**src/sv/hus_pkg.sv**
```systemverilog
// hus_pkg: types, codes and character constants shared by the url splitter
// used by hus_step, hus_obuf, http_url_splitter and hus_checker
`timescale 1ns / 1ps

package hus_pkg;

    localparam int RES_SLOTS = 3;

    typedef struct packed {
        logic [7:0] byte_in;
        logic       last_byte;
    } t_item;

    typedef struct packed {
        logic [7:0] byte_out;
        logic [2:0] part;
        logic       end_of_url;
        logic [2:0] status;
        logic       has_query;
    } t_res;

    typedef enum logic [1:0] {
        PH_SCHEME,
        PH_AUTH,
        PH_PATH,
        PH_QUERY
    } t_phase;

    typedef enum logic [2:0] {
        SM_NONE,
        SM_H,
        SM_HT,
        SM_HTT,
        SM_HTTP,
        SM_HTTPS,
        SM_COLON,
        SM_SLASH
    } t_smatch;

    typedef struct packed {
        t_phase      phase;
        t_smatch     scheme_match;
        logic        scheme_bad;
        logic [15:0] recent_bytes;
        logic        authority_nonempty;
        logic        at_in_authority;
        logic        hash_seen;
        logic        path_seen;
        logic        query_seen;
    } t_pstate;

    localparam t_pstate PSTATE_RESET = '{
        phase:              PH_SCHEME,
        scheme_match:       SM_NONE,
        scheme_bad:         1'b0,
        recent_bytes:       16'h0000,
        authority_nonempty: 1'b0,
        at_in_authority:    1'b0,
        hash_seen:          1'b0,
        path_seen:          1'b0,
        query_seen:         1'b0
    };

    localparam logic [2:0] PART_SCHEME = 3'd0;
    localparam logic [2:0] PART_SEP    = 3'd1;
    localparam logic [2:0] PART_AUTH   = 3'd2;
    localparam logic [2:0] PART_PATH   = 3'd3;
    localparam logic [2:0] PART_QUERY  = 3'd4;
    localparam logic [2:0] PART_END    = 3'd5;

    localparam logic [2:0] ST_OK        = 3'd0;
    localparam logic [2:0] ST_NO_SCHEME = 3'd1;
    localparam logic [2:0] ST_BAD_SCHEME = 3'd2;
    localparam logic [2:0] ST_NO_AUTH   = 3'd3;
    localparam logic [2:0] ST_USER_INFO = 3'd4;
    localparam logic [2:0] ST_FRAGMENT  = 3'd5;

    localparam logic [7:0] CH_SLASH = 8'h2F;
    localparam logic [7:0] CH_COLON = 8'h3A;
    localparam logic [7:0] CH_QUEST = 8'h3F;
    localparam logic [7:0] CH_AT    = 8'h40;
    localparam logic [7:0] CH_HASH  = 8'h23;
    localparam logic [7:0] CH_H     = 8'h68;
    localparam logic [7:0] CH_T     = 8'h74;
    localparam logic [7:0] CH_P     = 8'h70;
    localparam logic [7:0] CH_S     = 8'h73;
    localparam logic [7:0] CH_UC_A  = 8'h41;
    localparam logic [7:0] CH_UC_Z  = 8'h5A;
    localparam logic [7:0] CASE_BIT = 8'h20;

    // ":/" as the last two scheme bytes
    localparam logic [15:0] RECENT_MARK = 16'h3A2F;

    function automatic t_res mk_res(input logic [7:0] b, input logic [2:0] p);
        t_res r;
        r            = '0;
        r.byte_out   = b;
        r.part       = p;
        return r;
    endfunction

endpackage

```
**src/sv/hus_step.sv**
```systemverilog
// hus_step: per-byte parse logic, next state and up to three result beats
// depends on hus_pkg
`timescale 1ns / 1ps

module hus_step (
    input  hus_pkg::t_pstate                       i_st,
    input  hus_pkg::t_item                         i_item,
    output hus_pkg::t_pstate                       o_st,
    output hus_pkg::t_res [hus_pkg::RES_SLOTS-1:0] o_res,
    output logic [1:0]                             o_cnt
);
    import hus_pkg::*;

    t_pstate    st;
    t_pstate    st_fin;
    logic [7:0] b;
    logic [7:0] c;
    logic       is_sep;
    logic       ok;
    t_res       m0;
    t_res       m1;
    t_res       fin;
    logic       two;
    logic       slash;
    logic [2:0] stat;

    always_comb begin
        b      = i_item.byte_in;
        c      = (b >= CH_UC_A && b <= CH_UC_Z) ? (b | CASE_BIT) : b;
        is_sep = (b == CH_COLON) || (b == CH_SLASH);
        st     = i_st;
        ok     = 1'b0;
        m0     = '0;
        m1     = '0;
        two    = 1'b0;
        unique case (i_st.phase)
            PH_SCHEME: begin
                if (b == CH_SLASH && i_st.recent_bytes == RECENT_MARK) begin
                    if (i_st.scheme_match != SM_SLASH) begin
                        st.scheme_bad = 1'b1;
                    end
                    st.phase = PH_AUTH;
                    m0       = mk_res(b, PART_SEP);
                end else begin
                    unique case (i_st.scheme_match)
                        SM_NONE: begin
                            if (c == CH_H) begin
                                st.scheme_match = SM_H;
                                ok              = 1'b1;
                            end
                        end
                        SM_H: begin
                            if (c == CH_T) begin
                                st.scheme_match = SM_HT;
                                ok              = 1'b1;
                            end
                        end
                        SM_HT: begin
                            if (c == CH_T) begin
                                st.scheme_match = SM_HTT;
                                ok              = 1'b1;
                            end
                        end
                        SM_HTT: begin
                            if (c == CH_P) begin
                                st.scheme_match = SM_HTTP;
                                ok              = 1'b1;
                            end
                        end
                        SM_HTTP: begin
                            if (c == CH_S) begin
                                st.scheme_match = SM_HTTPS;
                                ok              = 1'b1;
                            end else if (c == CH_COLON) begin
                                st.scheme_match = SM_COLON;
                                ok              = 1'b1;
                            end
                        end
                        SM_HTTPS: begin
                            if (c == CH_COLON) begin
                                st.scheme_match = SM_COLON;
                                ok              = 1'b1;
                            end
                        end
                        SM_COLON: begin
                            if (c == CH_SLASH) begin
                                st.scheme_match = SM_SLASH;
                                ok              = 1'b1;
                            end
                        end
                        SM_SLASH: begin
                            ok = 1'b0;
                        end
                    endcase
                    // once bad, the matcher freezes
                    if (i_st.scheme_bad) begin
                        st.scheme_match = i_st.scheme_match;
                    end else if (!ok) begin
                        st.scheme_bad = 1'b1;
                    end
                    st.recent_bytes = {i_st.recent_bytes[7:0], b};
                    m0 = is_sep ? mk_res(b, PART_SEP) : mk_res(c, PART_SCHEME);
                end
            end
            PH_AUTH: begin
                if (b == CH_HASH) begin
                    st.hash_seen = 1'b1;
                end
                if (b == CH_SLASH) begin
                    st.path_seen = 1'b1;
                    st.phase     = PH_PATH;
                    m0           = mk_res(b, PART_PATH);
                end else if (b == CH_QUEST) begin
                    st.path_seen  = 1'b1;
                    st.query_seen = 1'b1;
                    st.phase      = PH_QUERY;
                    m0            = mk_res(CH_SLASH, PART_PATH);
                    m1            = mk_res(b, PART_SEP);
                    two           = 1'b1;
                end else begin
                    st.authority_nonempty = 1'b1;
                    if (b == CH_AT) begin
                        st.at_in_authority = 1'b1;
                    end
                    m0 = mk_res(b, PART_AUTH);
                end
            end
            PH_PATH: begin
                if (b == CH_HASH) begin
                    st.hash_seen = 1'b1;
                end
                if (b == CH_QUEST) begin
                    st.query_seen = 1'b1;
                    st.phase      = PH_QUERY;
                    m0            = mk_res(b, PART_SEP);
                end else begin
                    m0 = mk_res(b, PART_PATH);
                end
            end
            PH_QUERY: begin
                if (b == CH_HASH) begin
                    st.hash_seen = 1'b1;
                end
                m0 = mk_res(b, PART_QUERY);
            end
        endcase
    end

    always_comb begin
        slash = i_item.last_byte && (st.phase == PH_AUTH) && !st.path_seen;
        priority if (st.phase == PH_SCHEME) begin
            stat = ST_NO_SCHEME;
        end else if (st.scheme_bad) begin
            stat = ST_BAD_SCHEME;
        end else if (!st.authority_nonempty) begin
            stat = ST_NO_AUTH;
        end else if (st.at_in_authority) begin
            stat = ST_USER_INFO;
        end else if (st.hash_seen) begin
            stat = ST_FRAGMENT;
        end else begin
            stat = ST_OK;
        end
        fin            = mk_res(8'h00, PART_END);
        fin.end_of_url = 1'b1;
        fin.status     = stat;
        fin.has_query  = st.query_seen;
        st_fin         = i_item.last_byte ? PSTATE_RESET : st;
    end

    assign o_st     = st_fin;
    assign o_res[0] = m0;
    assign o_res[1] = two ? m1 : (slash ? mk_res(CH_SLASH, PART_PATH) : fin);
    assign o_res[2] = fin;
    assign o_cnt    = 2'd1 + {1'b0, two} + {1'b0, slash} + {1'b0, i_item.last_byte};

endmodule

```
**src/sv/hus_obuf.sv**
```systemverilog
// hus_obuf: result register holding up to three beats of one byte
// depends on hus_pkg
`timescale 1ns / 1ps

module hus_obuf (
    input  logic                                   i_clk,
    input  logic                                   i_rst_n,
    input  logic                                   i_load,
    input  hus_pkg::t_res [hus_pkg::RES_SLOTS-1:0] i_res,
    input  logic [1:0]                             i_cnt,
    output logic                                   o_can_load,
    output logic                                   o_valid,
    input  logic                                   i_stall,
    output hus_pkg::t_res                          o_result
);
    import hus_pkg::*;

    t_res [RES_SLOTS-1:0] r_res;
    logic [1:0]           r_cnt;
    logic [1:0]           r_idx;
    logic                 take;

    assign o_valid    = (r_idx < r_cnt);
    assign take       = o_valid && !i_stall;
    assign o_can_load = !o_valid || (take && (r_idx == r_cnt - 2'd1));
    assign o_result   = r_res[r_idx];

    always_ff @(posedge i_clk) begin
        if (!i_rst_n) begin
            r_cnt <= 2'd0;
            r_idx <= 2'd0;
        end else if (i_load) begin
            r_cnt <= i_cnt;
            r_idx <= 2'd0;
        end else if (take) begin
            r_idx <= r_idx + 2'd1;
        end
    end

    always_ff @(posedge i_clk) begin
        if (i_load) begin
            r_res <= i_res;
        end
    end

endmodule

```
**src/sv/http_url_splitter.sv**
```systemverilog
// http_url_splitter: tags url bytes as scheme, separator, authority, path, query
// depends on hus_pkg, hus_step, hus_obuf
//
//  channel | valid   | stall   | payload
//  --------+---------+---------+-------------------------
//  in      | i_valid | o_stall | i_item   (hus_pkg::t_item)
//  out     | o_valid | i_stall | o_result (hus_pkg::t_res)
//
// one byte a cycle when each byte gives one beat and i_stall is low; a byte
// giving two or three beats keeps the next byte in the input register until
// its last beat leaves; each byte passes the input then the result register
// reset clears parse state and both registers' valid state; no clearing pass
// o_stall rises only when the input register is full and the result register
// still has beats of the previous byte left after this cycle
`timescale 1ns / 1ps

module http_url_splitter (
    input  logic            i_clk,
    input  logic            i_rst_n,
    input  logic            i_valid,
    output logic            o_stall,
    input  hus_pkg::t_item  i_item,
    output logic            o_valid,
    input  logic            i_stall,
    output hus_pkg::t_res   o_result
);
    import hus_pkg::*;

    logic                 r_in_v;
    t_item                r_in;
    t_pstate              r_st;
    t_pstate              n_st;
    t_res [RES_SLOTS-1:0] res;
    logic [1:0]           cnt;
    logic                 can_load;
    logic                 load;

    assign load    = r_in_v && can_load;
    assign o_stall = r_in_v && !can_load;

    hus_step u_step (
        .i_st   (r_st),
        .i_item (r_in),
        .o_st   (n_st),
        .o_res  (res),
        .o_cnt  (cnt)
    );

    hus_obuf u_obuf (
        .i_clk      (i_clk),
        .i_rst_n    (i_rst_n),
        .i_load     (load),
        .i_res      (res),
        .i_cnt      (cnt),
        .o_can_load (can_load),
        .o_valid    (o_valid),
        .i_stall    (i_stall),
        .o_result   (o_result)
    );

    always_ff @(posedge i_clk) begin
        if (!i_rst_n) begin
            r_in_v <= 1'b0;
            r_st   <= PSTATE_RESET;
        end else begin
            if (i_valid && !o_stall) begin
                r_in_v <= 1'b1;
            end else if (load) begin
                r_in_v <= 1'b0;
            end
            if (load) begin
                r_st <= n_st;
            end
        end
    end

    always_ff @(posedge i_clk) begin
        if (i_valid && !o_stall) begin
            r_in <= i_item;
        end
    end

endmodule

```
**config.mk**
```make
export PLATFORM = sky130hd
export DESIGN_NAME = http_url_splitter
export DESIGN_NICKNAME = d
export VERILOG_FILES = /design/src/sv/hus_pkg.sv /design/src/sv/hus_step.sv /design/src/sv/hus_obuf.sv /design/src/sv/http_url_splitter.sv
export SDC_FILE = /design/constraint.sdc
export NUM_CORES = 1
export LEC_CHECK = 0
export CORE_ASPECT_RATIO = 1.1
export CORE_MARGIN = 2
export CORE_UTILIZATION = 30
export CTS_CLUSTER_SIZE = 16
export DETAILED_ROUTE_END_ITERATION = 8
export DONT_BUFFER_PORTS = 1
export HOLD_SLACK_MARGIN = 0.1
export PLACE_DENSITY_LB_ADDON = 0.2
export SLEW_MARGIN = 10
export SYNTH_ARGS = -nofsm -noshare
export SYNTH_HDL_FRONTEND = slang
export SYNTH_HIERARCHICAL = 1
export SYNTH_SLANG_ARGS = --single-unit
```
**constraint.sdc**
```tcl
create_clock -name i_clk -period 4.34 [get_ports i_clk]
set_clock_uncertainty 0.2 [all_clocks]
set_input_delay 0.217 -clock i_clk [delete_from_list [all_inputs] [get_ports i_clk]]
set_output_delay 0.217 -clock i_clk [all_outputs]
set_load 0.01 [all_outputs]
```
==> flow_metrics.tcl <==
set metrics [dict create \
    start_util 0.303 \
    die_h_um 138 \
    worst_setup_path_end_kind "flip-flop" \
    cts_buffers 9 \
    drc 0 \
    synthMuxAreaShare 0.0695 \
    synth-edff-count 57 \
    wl_per_cell_um 16.3 \
    dpl_cell_area_sq_um 4950 \
    required_ns 4.36 \
    clkSinkCount 89 \
    hold_path.class "in2reg" \
    dp_hpwl_um 7610 \
    root_buffer "clkbuf_16" \
    cp-start-kind "flip-flop" \
    vdd_ir_drop_max_v 0.000213 \
    synthXorXnorAreaFrac 0.00713 \
    drt_pass1_iterations 5 \
    cts_setup_buffers 0 \
    relSlewSlack 0.375 \
    ant_nets 0 \
    synth_cell_type_count 59 \
    yosys.area_share.simple 0.194 \
    synth_top_flop_cell "edfxtp_1" \
    leakage_nw 1.81 \
    antennaDiodeCount 0 \
    drt_iter0_drc 295 \
    path_cells "buf_4 -> or4b_4 -> nor4_4 -> a31o_2 -> nor2_1 -> o21ai_0 -> a21oi_1 -> nand4_1 -> dlygate4sd3_1 -> o21ai_2 -> dlygate4sd3_1" \
    first_global_vias 3467 \
    fin_total_pwr_mw 1.91 \
    area_delta_synth_final_pct 10.5 \
    crit_buf_inv 3 \
    sw_frac_of_total 0.239 \
    port_buffers 0 \
    clockBufferDepth 2 \
    maxSlewViolCount 0 \
    synth_top_family_by_area "simple AND/OR/NAND/NOR gates" \
    vias_per_cell 5.05 \
    crit_type "reg2reg" \
    gr-total-overflow 0 \
    coreArea_sq_um 16200 \
    cpMostUsedCell "dlygate4sd3_1" \
    synth_fa_ha_area_frac 0.0255 \
    syn_area_sq_um 4910 \
    yosysSeqAreaShare 0.479 \
    powerDensity_nw_per_um2 353 \
    tns_ns 0 \
    critPathSlowestCell "dlygate4sd3_1" \
    path_delay_family "buffers and inverters" \
    antenna_found_initial 0 \
    status "completed" \
    seqPwrFrac 0.502 \
    grt_pass1_wl_um 18800 \
    dieArea_sq_um 17400 \
    clock_power_share 0.412 \
    vias 3503 \
    cts-resized-gates 0 \
    layout_commonest_cell "edfxtp_1" \
    layout-drive-gt1-share 0.114 \
    syn_area_per_cell_sq_um 10.0 \
    ys_seq_elements 89 \
    synthCells 489 \
    synth_compound_area_frac 0.135 \
    synth-async-reset-ratio 0 \
    period_share 0.912 \
    setup_viol 0 \
    clk_pin_slew_worst_paths_ns 0.07 \
    rows 49 \
    worst_pin_slew_ns 0.924 \
    htree_levels 3 \
    rsz0062_at_grt "no" \
    clk_latency_ns 0.34 \
    slowest_delay_ns 0.58 \
    finalHoldViolCount 0 \
    ios 31 \
    final_cell_mix "edfxtp_1, nand2_1, nor2_1" \
    final_area_sq_um 5430 \
    yosys_warnings 6 \
    p_comb_frac 0.086 \
    cts_tree "built" \
    nets 508 \
    die_x_um 126 \
    nFillCells 1695 \
    switchingPower_mw 0.458 \
    hold_buffers 17 \
    critPathMaxFanout 19 \
    cap_viol_max_count 0 \
    fmax_mhz 253 \
    cp.arrival_ns 3.98 \
    groute.usage.overall 0.136 \
    routed_wl_um 11300 \
    grt_start_max_net_pins 58 \
    min_period_ns 3.96 \
    p_int_mw 1.46 \
    globalplace.congestion 0.860 \
]
-- worst paths after layout --
| check | startpoint | end | slack, ns | cells after the start |
|---|---|---|---|---|
| worst max-delay path | r_in[5] | r_st[22] | 0.38 | 11 |
| worst min-delay path | i_valid | r_in[3] | 0.15 | 1 |
| worst max register to register | r_in[5] | r_st[22] | 0.38 | 11 |
| worst min register to register | r_st[15] | r_st[15] | 0.27 | 2 |
-- synth_stat cells (15+ instances only) --
cell type / n / area share
inv_1: 16 / 0.012
a21oi_1: 17 / 0.017
edfxtp_1: 57 / 0.35
mux2i_1: 33 / 0.067
o21ai_0: 27 / 0.028
o21ai_2: 19 / 0.034
nor2_1: 38 / 0.029
dfxtp_1: 32 / 0.13
buf_4: 27 / 0.041
nand4_1: 31 / 0.039
nand2_1: 54 / 0.041
nor2b_1: 15 / 0.019
-- routing by layer --
| layer | share of wire | up-vias | GRT usage |
|---|---|---|---|
| met2 | 0.48 | 90 | 0.220 |
| met3 | 0.048 | 10 | 0.0387 |
| li1 | - | 1720 | - |
| met4 | 0.015 | 0 | 0.0393 |
| met5 | 0 | - | 0 |
| met1 | 0.46 | 1683 | 0.177 |
-- power groups by stage --
stage                     clock network (mW)  registers (mW)  logic, mW
after CTS                              0.814           0.961      0.168
after global placement                     0           0.979      0.147
after detailed placement                   0           0.980      0.147
after floorplan                            0           0.968      0.138
after global routing                   0.844           0.965      0.185
final                                  0.789           0.961      0.165
-- logic make-up (layout without fill, tap and decap cells) --
kind of cell    after synthesis  count (layout)
compound gates               95              95
xor+xnor                      4               4
fa+ha+maj                    10              10
buf+inv                      75              58
flops                        89              89
mux                          34              34
other cells                   2              20
simple gates                180             180
-- sequential cells by signal, summed over array words and instances, names as in the netlist --
register,count
r_st,27
u_obuf/r_res,48
u_obuf/r_idx,2
r_in,9
r_in_v,1
u_obuf/r_cnt,2
-- through the flow --
step           setup slack, ns   util  cells  hold slack, ns
2_1_floorplan             1.40      -    507           0.116
4_1_cts                  0.411  0.335    694           0.139
3_5_place_dp              1.13  0.306    661           0.116
5_1_grt                  0.242  0.335    694           0.159
6_report                 0.380  0.335    694           0.145
3_3_place_gp              1.15  0.306    661           0.116
-- final cells by class --
cell class,count,area [sq um],area share
flip-flops and latches,89,2350,0.433
multi-input cells,343,2200,0.406
well taps,204,255,0.0470
repair buffers,25,253,0.0466
clock buffers,12,246,0.0454
inverters,17,63.8,0.0118
clock inverters,4,53.8,0.00991
Note: power is estimated with default switching activity, not from simulation.
